`config.mk`:
```
export PLATFORM = sky130hd
export DESIGN_NAME = camera_view_clamp
export DESIGN_NICKNAME = d
export VERILOG_FILES = /design/src/rtl/core/cvc_pkg.sv /design/src/rtl/core/cvc_div.sv /design/src/rtl/core/cvc_ctrl.sv /design/src/rtl/core/cvc_dp.sv /design/src/rtl/core/camera_view_clamp.sv
export SDC_FILE = /design/constraint.sdc
export NUM_CORES = 2
export LEC_CHECK = 0
export ABC_AREA = 0
export BUFFER_PORTS_ARGS = -buffer_cell sky130_fd_sc_hd__buf_2
export CAP_MARGIN = 20
export CORE_ASPECT_RATIO = 0.8
export CORE_MARGIN = 2
export CORE_UTILIZATION = 45
export CTS_BUF_LIST = sky130_fd_sc_hd__clkbuf_4 sky130_fd_sc_hd__clkbuf_8 sky130_fd_sc_hd__clkbuf_16
export DETAILED_ROUTE_END_ITERATION = 8
export PLACE_DENSITY_LB_ADDON = 0.25
export SLEW_MARGIN = 0
export SYNTH_ARGS = -nofsm -noshare
export SYNTH_HDL_FRONTEND = slang
export SYNTH_SLANG_ARGS = --single-unit
```
`constraint.sdc`:
```
create_clock -name clk -period 19.35 [get_ports clk]
set_clock_uncertainty 0.1 [all_clocks]
set_input_delay 1.935 -clock clk [delete_from_list [all_inputs] [get_ports clk]]
set_output_delay 1.935 -clock clk [all_outputs]
set_load 0.005 [all_outputs]
```
`src/rtl/core/cvc_pkg.sv`:
```
package cvc_pkg;

  localparam int unsigned QW = 32;
  localparam int unsigned VPW = 14;
  localparam int unsigned AW = 31;
  localparam int unsigned DIVW = 64;
  localparam int unsigned DIV_CNT_W = 7;

  localparam logic signed [QW-1:0] QMAX = 32'sh7fffffff;
  localparam logic signed [QW-1:0] QMIN = 32'sh80000000;
  localparam logic signed [QW-1:0] ZOOM_FLOOR = 32'sd66;
  localparam logic [QW-1:0] EFF_FLOOR = 32'd66191;

  localparam logic [VPW-1:0] RST_VW = 14'd1024;
  localparam logic [VPW-1:0] RST_VH = 14'd768;
  localparam logic [AW-1:0] RST_AW = 31'd67108864;
  localparam logic [AW-1:0] RST_AH = 31'd50331648;

  localparam logic [2:0] REG_VW = 3'd0;
  localparam logic [2:0] REG_VH = 3'd1;
  localparam logic [2:0] REG_CX = 3'd2;
  localparam logic [2:0] REG_CY = 3'd3;
  localparam logic [2:0] REG_AW = 3'd4;
  localparam logic [2:0] REG_AH = 3'd5;

  localparam logic [1:0] FN_SET_POS = 2'd0;
  localparam logic [1:0] FN_MOVE = 2'd1;
  localparam logic [1:0] FN_SET_ZOOM = 2'd2;
  localparam logic [1:0] FN_ADD_ZOOM = 2'd3;

  typedef enum logic [3:0] {
    ST_IDLE,
    ST_UPDATE,
    ST_RX_START,
    ST_RX_WAIT,
    ST_RY_START,
    ST_RY_WAIT,
    ST_FZ,
    ST_HW_START,
    ST_HW_WAIT,
    ST_HH_START,
    ST_HH_WAIT,
    ST_CLAMP,
    ST_OUT
  } state_t;

  typedef enum logic [2:0] {
    DSEL_RX,
    DSEL_RY,
    DSEL_HW,
    DSEL_HH
  } div_sel_t;

  typedef struct packed {
    logic     load_in;
    logic     update;
    logic     div_start;
    div_sel_t div_sel;
    logic     div_store;
    logic     calc_fz;
    logic     clamp;
    logic     out_load;
  } cmd_t;

  typedef struct packed {
    logic div_done;
  } stat_t;

  function automatic logic signed [QW-1:0] sat32(input logic signed [QW+1:0] v);
    if (v > QW'(QMAX)) return QMAX;
    else if (v < $signed({{2{1'b1}}, QMIN})) return QMIN;
    else return v[QW-1:0];
  endfunction

endpackage

```
`src/rtl/core/cvc_div.sv`:
```
module cvc_div (
  input  logic                        clk,
  input  logic                        rst,
  input  logic                        start,
  input  logic [cvc_pkg::DIVW-1:0]    dividend,
  input  logic [cvc_pkg::QW-1:0]      divisor,
  output logic [cvc_pkg::DIVW-1:0]    quotient,
  output logic                        done
);

  logic [cvc_pkg::DIVW-1:0]      quo;
  logic [cvc_pkg::QW:0]          rem;
  logic [cvc_pkg::QW-1:0]        dvs;
  logic [cvc_pkg::DIV_CNT_W-1:0] cnt;
  logic                          busy;
  logic [cvc_pkg::QW:0]          trial;
  logic [cvc_pkg::QW+1:0]        diff;

  assign trial = {rem[cvc_pkg::QW-1:0], quo[cvc_pkg::DIVW-1]};
  assign diff = {1'b0, trial} - {2'b00, dvs};

  always_ff @(posedge clk) begin
    if (rst) begin
      busy <= 1'b0;
      done <= 1'b0;
      cnt <= '0;
    end else begin
      done <= 1'b0;
      if (start) begin
        busy <= 1'b1;
        cnt <= '0;
      end else if (busy) begin
        cnt <= cnt + 1'b1;
        if (cnt == cvc_pkg::DIV_CNT_W'(cvc_pkg::DIVW - 1)) begin
          busy <= 1'b0;
          done <= 1'b1;
        end
      end
    end
  end

  always_ff @(posedge clk) begin
    if (start) begin
      quo <= dividend;
      rem <= '0;
      dvs <= divisor;
    end else if (busy) begin
      if (!diff[cvc_pkg::QW+1]) begin
        rem <= diff[cvc_pkg::QW:0];
        quo <= {quo[cvc_pkg::DIVW-2:0], 1'b1};
      end else begin
        rem <= trial;
        quo <= {quo[cvc_pkg::DIVW-2:0], 1'b0};
      end
    end
  end

  assign quotient = quo;

endmodule

```
`src/rtl/core/cvc_ctrl.sv`:
```
module cvc_ctrl (
  input  logic            clk,
  input  logic            rst,
  input  logic            in_tvalid,
  output logic            in_tready,
  input  logic            out_busy,
  input  cvc_pkg::stat_t  stat,
  output cvc_pkg::cmd_t   cmd
);

  cvc_pkg::state_t state, state_next;

  always_ff @(posedge clk) begin
    if (rst) state <= cvc_pkg::ST_IDLE;
    else state <= state_next;
  end

  always_comb begin
    state_next = state;
    unique case (state)
      cvc_pkg::ST_IDLE:     if (in_tvalid) state_next = cvc_pkg::ST_UPDATE;
      cvc_pkg::ST_UPDATE:   state_next = cvc_pkg::ST_RX_START;
      cvc_pkg::ST_RX_START: state_next = cvc_pkg::ST_RX_WAIT;
      cvc_pkg::ST_RX_WAIT:  if (stat.div_done) state_next = cvc_pkg::ST_RY_START;
      cvc_pkg::ST_RY_START: state_next = cvc_pkg::ST_RY_WAIT;
      cvc_pkg::ST_RY_WAIT:  if (stat.div_done) state_next = cvc_pkg::ST_FZ;
      cvc_pkg::ST_FZ:       state_next = cvc_pkg::ST_HW_START;
      cvc_pkg::ST_HW_START: state_next = cvc_pkg::ST_HW_WAIT;
      cvc_pkg::ST_HW_WAIT:  if (stat.div_done) state_next = cvc_pkg::ST_HH_START;
      cvc_pkg::ST_HH_START: state_next = cvc_pkg::ST_HH_WAIT;
      cvc_pkg::ST_HH_WAIT:  if (stat.div_done) state_next = cvc_pkg::ST_CLAMP;
      cvc_pkg::ST_CLAMP:    state_next = cvc_pkg::ST_OUT;
      cvc_pkg::ST_OUT:      if (!out_busy) state_next = cvc_pkg::ST_IDLE;
      default:              state_next = cvc_pkg::ST_IDLE;
    endcase
  end

  always_comb begin
    cmd = '0;
    cmd.div_sel = cvc_pkg::DSEL_RX;
    in_tready = 1'b0;
    unique case (state)
      cvc_pkg::ST_IDLE: begin
        in_tready = 1'b1;
        cmd.load_in = in_tvalid;
      end
      cvc_pkg::ST_UPDATE: cmd.update = 1'b1;
      cvc_pkg::ST_RX_START: cmd.div_start = 1'b1;
      cvc_pkg::ST_RX_WAIT: cmd.div_store = stat.div_done;
      cvc_pkg::ST_RY_START: begin
        cmd.div_start = 1'b1;
        cmd.div_sel = cvc_pkg::DSEL_RY;
      end
      cvc_pkg::ST_RY_WAIT: begin
        cmd.div_sel = cvc_pkg::DSEL_RY;
        cmd.div_store = stat.div_done;
      end
      cvc_pkg::ST_FZ: cmd.calc_fz = 1'b1;
      cvc_pkg::ST_HW_START: begin
        cmd.div_start = 1'b1;
        cmd.div_sel = cvc_pkg::DSEL_HW;
      end
      cvc_pkg::ST_HW_WAIT: begin
        cmd.div_sel = cvc_pkg::DSEL_HW;
        cmd.div_store = stat.div_done;
      end
      cvc_pkg::ST_HH_START: begin
        cmd.div_start = 1'b1;
        cmd.div_sel = cvc_pkg::DSEL_HH;
      end
      cvc_pkg::ST_HH_WAIT: begin
        cmd.div_sel = cvc_pkg::DSEL_HH;
        cmd.div_store = stat.div_done;
      end
      cvc_pkg::ST_CLAMP: cmd.clamp = 1'b1;
      cvc_pkg::ST_OUT: cmd.out_load = !out_busy;
      default: ;
    endcase
  end

endmodule

```
`src/rtl/core/cvc_dp.sv`:
```
module cvc_dp (
  input  logic                              clk,
  input  logic                              rst,
  input  cvc_pkg::cmd_t                     cmd,
  output cvc_pkg::stat_t                    stat,
  input  logic [1:0]                        func,
  input  logic signed [cvc_pkg::QW-1:0]     operand_a,
  input  logic signed [cvc_pkg::QW-1:0]     operand_b,
  input  logic [cvc_pkg::VPW-1:0]           vw,
  input  logic [cvc_pkg::VPW-1:0]           vh,
  input  logic signed [cvc_pkg::QW-1:0]     cx,
  input  logic signed [cvc_pkg::QW-1:0]     cy,
  input  logic [cvc_pkg::AW-1:0]            aw,
  input  logic [cvc_pkg::AW-1:0]            ah,
  output logic signed [cvc_pkg::QW-1:0]     res_x,
  output logic signed [cvc_pkg::QW-1:0]     res_y,
  output logic [cvc_pkg::AW-1:0]            res_hw,
  output logic [cvc_pkg::AW-1:0]            res_hh,
  output logic [cvc_pkg::AW-1:0]            res_zoom
);

  localparam int unsigned QW = cvc_pkg::QW;

  logic [1:0]              fn;
  logic signed [QW-1:0]    op_a, op_b;
  logic signed [QW-1:0]    cam_x, cam_y, zoom;
  logic [QW-1:0]           rx, ry, fz, hw, hh;
  logic [cvc_pkg::DIVW-1:0] div_dividend, div_q;
  logic [QW-1:0]           div_divisor;
  logic                    div_zero;
  logic [QW-1:0]           q_sat;
  logic signed [QW+1:0]    sum_x, sum_y, sum_z, zoom_sel;
  logic [QW:0]             fz_sum;
  logic [QW-1:0]           r_min, fz_sat;

  always_comb begin
    div_dividend = '0;
    div_divisor = {1'b0, aw};
    unique case (cmd.div_sel)
      cvc_pkg::DSEL_RX: begin
        div_dividend = {18'd0, vw, 32'd0};
        div_divisor = {1'b0, aw};
      end
      cvc_pkg::DSEL_RY: begin
        div_dividend = {18'd0, vh, 32'd0};
        div_divisor = {1'b0, ah};
      end
      cvc_pkg::DSEL_HW: begin
        div_dividend = {19'd0, vw, 31'd0};
        div_divisor = fz;
      end
      cvc_pkg::DSEL_HH: begin
        div_dividend = {19'd0, vh, 31'd0};
        div_divisor = fz;
      end
      default: ;
    endcase
  end

  assign div_zero = (div_divisor == '0);
  assign q_sat = (div_zero || div_q[cvc_pkg::DIVW-1:QW-1] != '0) ?
                 QW'(cvc_pkg::QMAX) : div_q[QW-1:0];

  cvc_div u_div (
    .clk(clk), .rst(rst), .start(cmd.div_start),
    .dividend(div_dividend), .divisor(div_divisor),
    .quotient(div_q), .done(stat.div_done)
  );

  assign sum_x = (QW+2)'(cam_x) + (QW+2)'(op_a);
  assign sum_y = (QW+2)'(cam_y) + (QW+2)'(op_b);
  assign sum_z = (QW+2)'(zoom) + (QW+2)'(op_a);
  assign zoom_sel = (fn == cvc_pkg::FN_SET_ZOOM) ? (QW+2)'(op_a) :
                    (QW+2)'(cvc_pkg::sat32(sum_z));

  assign r_min = (rx < ry) ? rx : ry;
  assign fz_sum = {1'b0, r_min} + {1'b0, zoom};
  assign fz_sat = (fz_sum > (QW+1)'(cvc_pkg::QMAX)) ? QW'(cvc_pkg::QMAX) : fz_sum[QW-1:0];

  function automatic logic signed [QW-1:0] clamp_axis(
    input logic signed [QW-1:0] p, input logic signed [QW-1:0] c,
    input logic [cvc_pkg::AW-1:0] sz, input logic [QW-1:0] half);
    logic signed [QW+2:0] ha, a, b, lo, hi, v;
    ha = (QW+3)'(sz >> 1);
    a = (QW+3)'(c) - ha + (QW+3)'(half);
    b = (QW+3)'(c) + ha - (QW+3)'(half);
    lo = (a < b) ? a : b;
    hi = (a < b) ? b : a;
    v = (QW+3)'(p);
    if (v < lo) v = lo;
    if (v > hi) v = hi;
    return cvc_pkg::sat32(v[QW+1:0]);
  endfunction

  always_ff @(posedge clk) begin
    if (rst) begin
      cam_x <= '0;
      cam_y <= '0;
      zoom <= cvc_pkg::ZOOM_FLOOR;
    end else begin
      if (cmd.update) begin
        unique case (fn)
          cvc_pkg::FN_SET_POS: begin
            cam_x <= op_a;
            cam_y <= op_b;
          end
          cvc_pkg::FN_MOVE: begin
            cam_x <= cvc_pkg::sat32(sum_x);
            cam_y <= cvc_pkg::sat32(sum_y);
          end
          default: begin
            if (zoom_sel < (QW+2)'(cvc_pkg::ZOOM_FLOOR)) zoom <= cvc_pkg::ZOOM_FLOOR;
            else zoom <= zoom_sel[QW-1:0];
          end
        endcase
      end
      if (cmd.clamp) begin
        cam_x <= clamp_axis(cam_x, cx, aw, hw);
        cam_y <= clamp_axis(cam_y, cy, ah, hh);
      end
    end
  end

  always_ff @(posedge clk) begin
    if (cmd.load_in) begin
      fn <= func;
      op_a <= operand_a;
      op_b <= operand_b;
    end
    if (cmd.div_store) begin
      unique case (cmd.div_sel)
        cvc_pkg::DSEL_RX: rx <= q_sat;
        cvc_pkg::DSEL_RY: ry <= q_sat;
        cvc_pkg::DSEL_HW: hw <= div_q[QW-1:0];
        cvc_pkg::DSEL_HH: hh <= div_q[QW-1:0];
        default: ;
      endcase
    end
    if (cmd.calc_fz) fz <= (fz_sat < cvc_pkg::EFF_FLOOR) ? cvc_pkg::EFF_FLOOR : fz_sat;
  end

  assign res_x = cam_x;
  assign res_y = cam_y;
  assign res_hw = hw[cvc_pkg::AW-1:0];
  assign res_hh = hh[cvc_pkg::AW-1:0];
  assign res_zoom = zoom[cvc_pkg::AW-1:0];

endmodule

```
`src/rtl/core/camera_view_clamp.sv`:
```
// camera_view_clamp: one command in, one result out. each transaction makes
// four 64-step passes through the shared radix-2 divider
// (two viewport/area ratios, then two half extents). the output register lets
// the next command enter while a result still waits. the user must write the
// registers through the apb port only while idle; the block does not enforce it.
module camera_view_clamp (
  input  logic         clk,
  input  logic         rst,
  input  logic         s_axis_tvalid,
  output logic         s_axis_tready,
  input  logic [71:0]  s_axis_tdata,   // func[1:0], operand_a[33:2], operand_b[65:34]
  output logic         m_axis_tvalid,
  input  logic         m_axis_tready,
  output logic [159:0] m_axis_tdata,   // pos_x, pos_y, half_width, half_height, zoom_out
  input  logic         psel,
  input  logic         penable,
  input  logic         pwrite,
  input  logic [4:0]   paddr,
  input  logic [31:0]  pwdata,
  output logic [31:0]  prdata,
  output logic         pready
);

  logic [cvc_pkg::VPW-1:0]       vw, vh;
  logic signed [cvc_pkg::QW-1:0] cx, cy;
  logic [cvc_pkg::AW-1:0]        aw, ah;
  logic [2:0]                    ridx;
  cvc_pkg::cmd_t                 cmd;
  cvc_pkg::stat_t                stat;
  logic signed [cvc_pkg::QW-1:0] res_x, res_y;
  logic [cvc_pkg::AW-1:0]        res_hw, res_hh, res_zoom;

  assign pready = 1'b1;
  assign ridx = paddr[4:2];

  always_ff @(posedge clk) begin
    if (rst) begin
      vw <= cvc_pkg::RST_VW;
      vh <= cvc_pkg::RST_VH;
      cx <= '0;
      cy <= '0;
      aw <= cvc_pkg::RST_AW;
      ah <= cvc_pkg::RST_AH;
    end else if (psel && penable && pwrite) begin
      unique case (ridx)
        cvc_pkg::REG_VW: vw <= pwdata[cvc_pkg::VPW-1:0];
        cvc_pkg::REG_VH: vh <= pwdata[cvc_pkg::VPW-1:0];
        cvc_pkg::REG_CX: cx <= pwdata;
        cvc_pkg::REG_CY: cy <= pwdata;
        cvc_pkg::REG_AW: aw <= pwdata[cvc_pkg::AW-1:0];
        cvc_pkg::REG_AH: ah <= pwdata[cvc_pkg::AW-1:0];
        default: ;
      endcase
    end
  end

  always_comb begin
    prdata = '0;
    unique case (ridx)
      cvc_pkg::REG_VW: prdata = {18'd0, vw};
      cvc_pkg::REG_VH: prdata = {18'd0, vh};
      cvc_pkg::REG_CX: prdata = cx;
      cvc_pkg::REG_CY: prdata = cy;
      cvc_pkg::REG_AW: prdata = {1'b0, aw};
      cvc_pkg::REG_AH: prdata = {1'b0, ah};
      default: prdata = '0;
    endcase
  end

  cvc_ctrl u_ctrl (
    .clk(clk), .rst(rst), .in_tvalid(s_axis_tvalid), .in_tready(s_axis_tready),
    .out_busy(m_axis_tvalid && !m_axis_tready), .stat(stat), .cmd(cmd)
  );

  cvc_dp u_dp (
    .clk(clk), .rst(rst), .cmd(cmd), .stat(stat),
    .func(s_axis_tdata[1:0]), .operand_a(s_axis_tdata[33:2]),
    .operand_b(s_axis_tdata[65:34]),
    .vw(vw), .vh(vh), .cx(cx), .cy(cy), .aw(aw), .ah(ah),
    .res_x(res_x), .res_y(res_y), .res_hw(res_hw), .res_hh(res_hh),
    .res_zoom(res_zoom)
  );

  always_ff @(posedge clk) begin
    if (rst) m_axis_tvalid <= 1'b0;
    else if (cmd.out_load) m_axis_tvalid <= 1'b1;
    else if (m_axis_tready) m_axis_tvalid <= 1'b0;
  end

  always_ff @(posedge clk) begin
    if (cmd.out_load)
      m_axis_tdata <= {3'd0, res_zoom, res_hh, res_hw, res_y, res_x};
  end

endmodule

```
# ---- Yosys cells after proc, flatten, opt, wreduce, memory -nomap -nowiden
# Cells that the tools add are included.
dict set report totals {
  reg_bits 775
  latch_bits 0
  ram_bits 0
  rom_bits 0
  input_bits 116
  out_inout_bits 195
  memories 0
}
dict set report op_classes {
  n_addsub 14
  n_mul 0
  n_div 0
  n_lt_le_gt_ge 20
  n_eq_ne 29
  n_shift 0
  muxes 66
  n_bitwise 2
  reduce_logical 38
}
# operator count
set op_table {}
lappend op_table {{32-bit two-way mux} 19}
lappend op_table {{35-bit two-way mux} 10}
lappend op_table {{34-bit two-way mux} 7}
lappend op_table {{32-bit case mux with 2 select lines} 3}
lappend op_table {{32-bit case mux with 6 select lines} 1}
lappend op_table {{46-bit case mux with 4 select lines} 1}
lappend op_table {{34-bit by 32-bit greater-than comparator with 1-bit output, second input constant} 5}
lappend op_table {{34-bit by 32-bit less-than comparator with 1-bit output, second input constant} 5}
lappend op_table {{32-bit by 32-bit adder with 33-bit output} 4}
lappend op_table {{64-bit two-way mux} 2}
lappend op_table {{35-bit by 32-bit adder with 35-bit output} 2}
lappend op_table {{35-bit greater-than comparator} 2}
lappend op_table {{32-bit by 35-bit less-than comparator with 1-bit output} 2}
lappend op_table {{35-bit less-than comparator} 2}
lappend op_table {{35-bit by 32-bit subtractor with 35-bit output} 2}
lappend op_table {{32-bit by 31-bit adder with 33-bit output} 2}
lappend op_table {{32-bit by 31-bit subtractor with 33-bit output} 2}
lappend op_table {{4-bit case mux with 13 select lines} 1}
lappend op_table {{34-bit by 8-bit less-than comparator with 1-bit output, second input constant} 1}
lappend op_table {{33-bit by 32-bit subtractor with 34-bit output} 1}
lappend op_table {{33-bit by 31-bit greater-than comparator with 1-bit output, second input constant} 1}
lappend op_table {{33-bit nonzero test} 1}
lappend op_table {{32-bit logical NOT} 1}
lappend op_table {{32-bit by 17-bit less-than comparator with 1-bit output, second input constant} 1}
lappend op_table {{31 further kinds} 91}

# ---- Depth between registers and ports, before layout
dict set report depth {
  depth_word 16
  mapped_depth 84
}

# ---- Hierarchy
# From an unflattened synthesis, not the netlist that was laid out.
dict set report hier_totals {
  cells_unflattened 6587
  hier_area_um2 60405.4
}
# mod instances cells_per_inst area_each_um2
set by_module_without_submodules {}
lappend by_module_without_submodules {cvc_dp 1 4862 40578.9}
lappend by_module_without_submodules {camera_view_clamp 1 1016 12160.4}
lappend by_module_without_submodules {cvc_div 1 649 7250.7}
lappend by_module_without_submodules {cvc_ctrl 1 60 415.4}

# ---- Worst setup path after synthesis
# Ideal clock, no wire load.
dict set report synth_timing {
  path_kind {reg2reg}
  from {reg aw[2] in the netlist's numbering}
  to {reg u_dp.cam_x[28], in the netlist u_dp.res_x[28]}
  setup_time_ns 0.087
  arrival_time_ns 14.628
  t_required_ns 19.163
  path_slack_ns 4.535
  path_stages_with_launch 78
  period_less_slack_ns 14.815
  cell_sequence {dfxtp_1 -> inv_1 -> ha_1 -> nor2b_1 -> o21ai_0 -> a21oi_1 -> o21ai_0 -> a21boi_0 -> o21ai_0 -> a21boi_0 -> o21ai_0 -> a21oi_1 -> a41oi_1 -> a211oi_1 -> a41o_1 -> nor4_1 -> o41ai_1 -> a31o_2 -> [42 not listed] -> o21a_1 -> o21a_1 -> o21a_1 -> o21a_1 -> o21a_1 -> o21a_1 -> o21ai_0 -> a211oi_1 -> or4b_2 -> nand3_1 -> clkbuf_1 -> nand3_1 -> a2bb2oi_1 -> nor3_1 -> o2111ai_1 -> clkbuf_1 -> a31oi_1 -> o31ai_1}
}
dict set report synth_via {
  elab_chain_cells 16
  word_cells_on_any_way 20
  cone_classes {add/sub: 4; order compare: 5; mux: 11}
}
# item line_no
set synth_rtl {}
lappend synth_rtl {{from (decl)} camera_view_clamp.sv:26} ;# logic [cvc_pkg::AW-1:0] aw, ah;
lappend synth_rtl {{from (signal assigned)} camera_view_clamp.sv:42} ;# aw <= cvc_pkg::RST_AW;
lappend synth_rtl {{from (signal assigned)} camera_view_clamp.sv:50} ;# cvc_pkg::REG_AW: aw <= pwdata[cvc_pkg::AW-1:0];
lappend synth_rtl {{32-bit by 31-bit subtractor with 33-bit output / 32-bit by 31-bit adder with 33-bit output (equally long branches)} {cvc_dp.sv:85, cvc_dp.sv:86}}
lappend synth_rtl {{35-bit by 32-bit adder with 35-bit output / 35-bit by 32-bit subtractor with 35-bit output (equally long branches)} {cvc_dp.sv:85, cvc_dp.sv:86}}
lappend synth_rtl {{35-bit less-than comparator} {cvc_dp.sv:87, cvc_dp.sv:88}}
lappend synth_rtl {{35-bit two-way mux} cvc_dp.sv:87} ;# lo = (a < b) ? a : b;
lappend synth_rtl {{32-bit by 35-bit less-than comparator with 1-bit output} cvc_dp.sv:90} ;# if (v < lo) v = lo;
lappend synth_rtl {{35-bit two-way mux} cvc_dp.sv:90}
lappend synth_rtl {{35-bit two-way mux} cvc_dp.sv:117} ;# if (cmd.clamp) begin
lappend synth_rtl {{35-bit two-way mux} cvc_dp.sv:96} ;# if (rst) begin
lappend synth_rtl {{35-bit greater-than comparator} cvc_dp.sv:91} ;# if (v > hi) v = hi;
lappend synth_rtl {{34-bit two-way mux (*)} cvc_dp.sv:91}
lappend synth_rtl {{34-bit two-way mux (*)} cvc_dp.sv:117}
lappend synth_rtl {{34-bit two-way mux (*)} cvc_dp.sv:96}
lappend synth_rtl {{34-bit by 32-bit less-than comparator with 1-bit output} cvc_pkg.sv:71} ;# else if (v < $signed({{2{1'b1}}, QMIN})) return QMIN;
lappend synth_rtl {{32-bit two-way mux} cvc_pkg.sv:71}
lappend synth_rtl {{32-bit two-way mux (*)} cvc_pkg.sv:70} ;# if (v > QW'(QMAX)) return QMAX;
lappend synth_rtl {{32-bit two-way mux (*)} cvc_dp.sv:117}
lappend synth_rtl {{to (signal assigned)} cvc_dp.sv:104} ;# cam_x <= op_a;
lappend synth_rtl {{to (signal assigned)} cvc_dp.sv:108} ;# cam_x <= cvc_pkg::sat32(sum_x);
lappend synth_rtl {{to (signal assigned)} cvc_dp.sv:118} ;# cam_x <= clamp_axis(cam_x, cx, aw, hw);
lappend synth_rtl {{to (decl)} cvc_dp.sv:26} ;# logic signed [QW-1:0] cam_x, cam_y, zoom;
# Every way passes the cells marked *; elsewhere a longest branch is shown, timed or not. The select of a mux whose other input is x is not followed.
# A chain may end at the register's enable or synchronous reset.

# ---- Worst setup path in the final report
dict set report layout_timing {
  from {reg aw[2] in the netlist's numbering}
  to {reg u_dp.cam_x[26], in the netlist u_dp.res_x[26]}
}
# The elaborated chain is that of the path after synthesis.

==> impl_metrics.env <==
export IMPL_outcome="complete, no violations"
export IMPL_wl_um=204000
export IMPL_grt_total_usage_pct=29.4
export IMPL_antenna_found_initial=29
export IMPL_fin_crit_ps=17790
export IMPL_drc=0
export IMPL_required_ps=19860
export IMPL_fmaxAchievable_ghz=0.0562
export IMPL_internal_power_uw=3610
export IMPL_crit_type="flop to flop"
export IMPL_synth_edff_count=479
export IMPL_tightest_slew_ps=1110
export IMPL_rr_worst_depth=71
export IMPL_largest_register_ff_count=157
export IMPL_cts_tree="done"
export IMPL_wl_per_cell_um=23.1
export IMPL_min_path_cells=1
export IMPL_synth_area_sq_mm=0.0590
export IMPL_nets=7811
export IMPL_grt_max_degree=114
export IMPL_arrival_ps=18300
export IMPL_switching_share_pct=36.9
export IMPL_cts_max_level=3
export IMPL_seqPwrFrac_pct=37.4
export IMPL_vdd_ir_drop_max_v=0.0000751
export IMPL_cts_buffers=84
export IMPL_synthToLayoutAreaGrowth_pct=10.3
export IMPL_vias_per_cell=5.98
export IMPL_grt_pass1_wl_um=301000
export IMPL_grt_pass1_vias=49000
export IMPL_clkLatencyLatePin_ps=730
export IMPL_end_kind="flop"
export IMPL_tns_ps=0
export IMPL_synth_cell_type_count=103
export IMPL_core_sq_mm=0.130
export IMPL_final_cell_mix="804 x a21oi_1, 751 x nand2_1, 639 x ha_1"
export IMPL_leakage_uw=0.0276
export IMPL_synth_ff_type="edfxtp_1"
export IMPL_cp_start_kind="flop"
export IMPL_hold_buffers=0
export IMPL_die_area_sq_mm=0.134
export IMPL_synth_cells=6891
export IMPL_switching_power_uw=2110
export IMPL_powerDensity_mw_per_mm2=88.0
export IMPL_grt_overflow=0
export IMPL_cp_slowest_cell="o31a_2"
export IMPL_p_comb_share_pct=33.3
export IMPL_clkTransAtPathRegs_ps=60
export IMPL_ys_seq_elements=775
export IMPL_drtIter0Drc=5274
export IMPL_max_cap_violations=0
export IMPL_relSlewSlack_pct=26.3
export IMPL_initial_utilization_pct=45.5
export IMPL_synthArstFlopShare_pct=0
export IMPL_die_w_um=409
export IMPL_ys_warn_count=0
export IMPL_rrSetupSlack_ps=1560
export IMPL_largest_register="m_axis_tdata"
export IMPL_ys_seq_area_share_pct=34.4
export IMPL_setup_viol=0
export IMPL_portBuffers=298
export IMPL_cts_sinks=775
export IMPL_holdCritPathClass="flop to flop"
export IMPL_vias=53000
export IMPL_p_clk_share_pct=29.3
export IMPL_timing_final_crit_share_pct=92.0
export IMPL_ant_nets=0
export IMPL_design_area_sq_mm=0.0651
export IMPL_gp_congestion=0.965
export IMPL_rsz0062_at_grt="no"
export IMPL_cp_max_fo=41
export IMPL_dieHeight_um=328
export IMPL_clockRootBuffer="clkbuf_16"
export IMPL_drive_gt1_share_pct=9.51
export IMPL_first_pass_iters=6
export IMPL_crit_top_cell="a21oi_1"
export IMPL_report_final_hold_viol_count=0
export IMPL_cpPeakStageDelay_ps=730
export IMPL_avgSynthCellArea_sq_um=8.56
export IMPL_num_rows=118
export IMPL_place_area_sq_mm=0.0622
export IMPL_hpwl_um=161000
export IMPL_slew_viol_final=0
export IMPL_io_pins=311
export IMPL_clock_path_buffers=3
export IMPL_p_total_uw=5720
export IMPL_final_common_cell="a21oi_1"
==> synthesized netlist by cell type (87+ instances only) <==
master	n	area share [%]
a21o_1	171	2.2
a21oi_1	805	6.8
a22oi_1	131	1.7
clkbuf_1	273	1.7
dfxtp_1	296	10
edfxtp_1	479	24
ha_1	639	14
inv_1	458	2.9
nand2_1	752	4.8
nand2b_1	157	1.7
nand3_1	87	0.74
nor2_1	549	3.5
nor3_1	113	0.96
o21ai_0	405	3.4
xnor2_1	225	3.3
xor2_1	120	1.8
==> stage by stage <==
step                      hold slack (ps)  instances  utilization [%]  setup slack, ps
after floorplan                       334       6896                -             4540
after global placement                356       8689             47.9             1890
after detailed placement              349       8690             47.9             1470
after CTS                             361       8843             50.1             1390
after global routing                  384       8851             50.1             92.9
final                                 364       8857             50.1             1560
==> cells by family (layout without fill, tap and decap cells) <==
kind of cell | count (synthesis) | count (layout) | share of synthesized area (%)
compound gates | 2133 | 2133 | 22.7
xor+xnor | 347 | 347 | 5.21
flops | 775 | 775 | 34.4
simple gates | 2078 | 2078 | 16.3
fa+ha+maj | 668 | 668 | 14.3
other cells | 2 | 14 | 0.0127
mux | 119 | 119 | 2.13
buf+inv | 769 | 983 | 4.99
==> layout make-up <==
type,instances,area [sq um]
antenna,7,17.5
clock buffer,105,2280
clock inverter,48,554
fill,12300,64700
inverter,458,1720
multi-input combinational,5352,35900
sequential,775,20300
tap,1740,2180
timing repair buffer,372,2100
==> critical path, delay by kind of cell, from the launching register on <==
family | cells | cell delay [ps]
XOR/XNOR | 2 | 480
adder cells (fa/ha/maj) | 5 | 1530
flip-flops | 1 | 480
buffers and inverters | 4 | 840
AO/OA/AOI/OAI | 37 | 8530
AND/OR/NAND/NOR | 21 | 4960
multiplexers | 2 | 710
==> per-layer routing <==
| metal | share of wire (%) | global-route usage, % | wire, um |
|---|---|---|---|
| met4 | 3.7 | 10.2 | 7470 |
| met5 | 0.039 | 0 | 80 |
| met2 | 45 | 46.5 | 91000 |
| met1 | 42 | 39.6 | 86200 |
| met3 | 9.6 | 6.62 | 19700 |
==> path summary, 6_finish.rpt <==
| check | to | start |
|---|---|---|
| hold reg to reg | u_dp.u_div.done$_SDFF_PP0_ | u_dp.u_div.cnt[6]$_SDFFE_PP0P_ |
| setup reg to reg | u_dp.res_x[26]$_SDFFE_PP0P_ | aw[2]$_SDFFE_PP0P_ |
| setup / recovery | u_dp.res_x[26]$_SDFFE_PP0P_ | aw[2]$_SDFFE_PP0P_ |
| hold / removal | u_dp.u_div.done$_SDFF_PP0_ | u_dp.u_div.cnt[6]$_SDFFE_PP0P_ |
==> timing repair <==
item | in CTS | in global routing
endpoints found under the hold margin | 0 | 0
resized for setup | 0 | 0
endpoints found under the setup margin | 0 | 27
buffers inserted | 0 | 6
==> power groups by stage <==
| stage | registers (uW) | clock network [uW] | logic, uW |
|---|---|---|---|
| after CTS | 2130 | 1700 | 1890 |
| final | 2140 | 1670 | 1910 |
| after floorplan | 2040 | 0 | 1450 |
| after detailed placement | 2170 | 0 | 1870 |
| after global routing | 2150 | 1760 | 2130 |
| after global placement | 2160 | 0 | 1840 |
(Power assumes the default switching activity.)
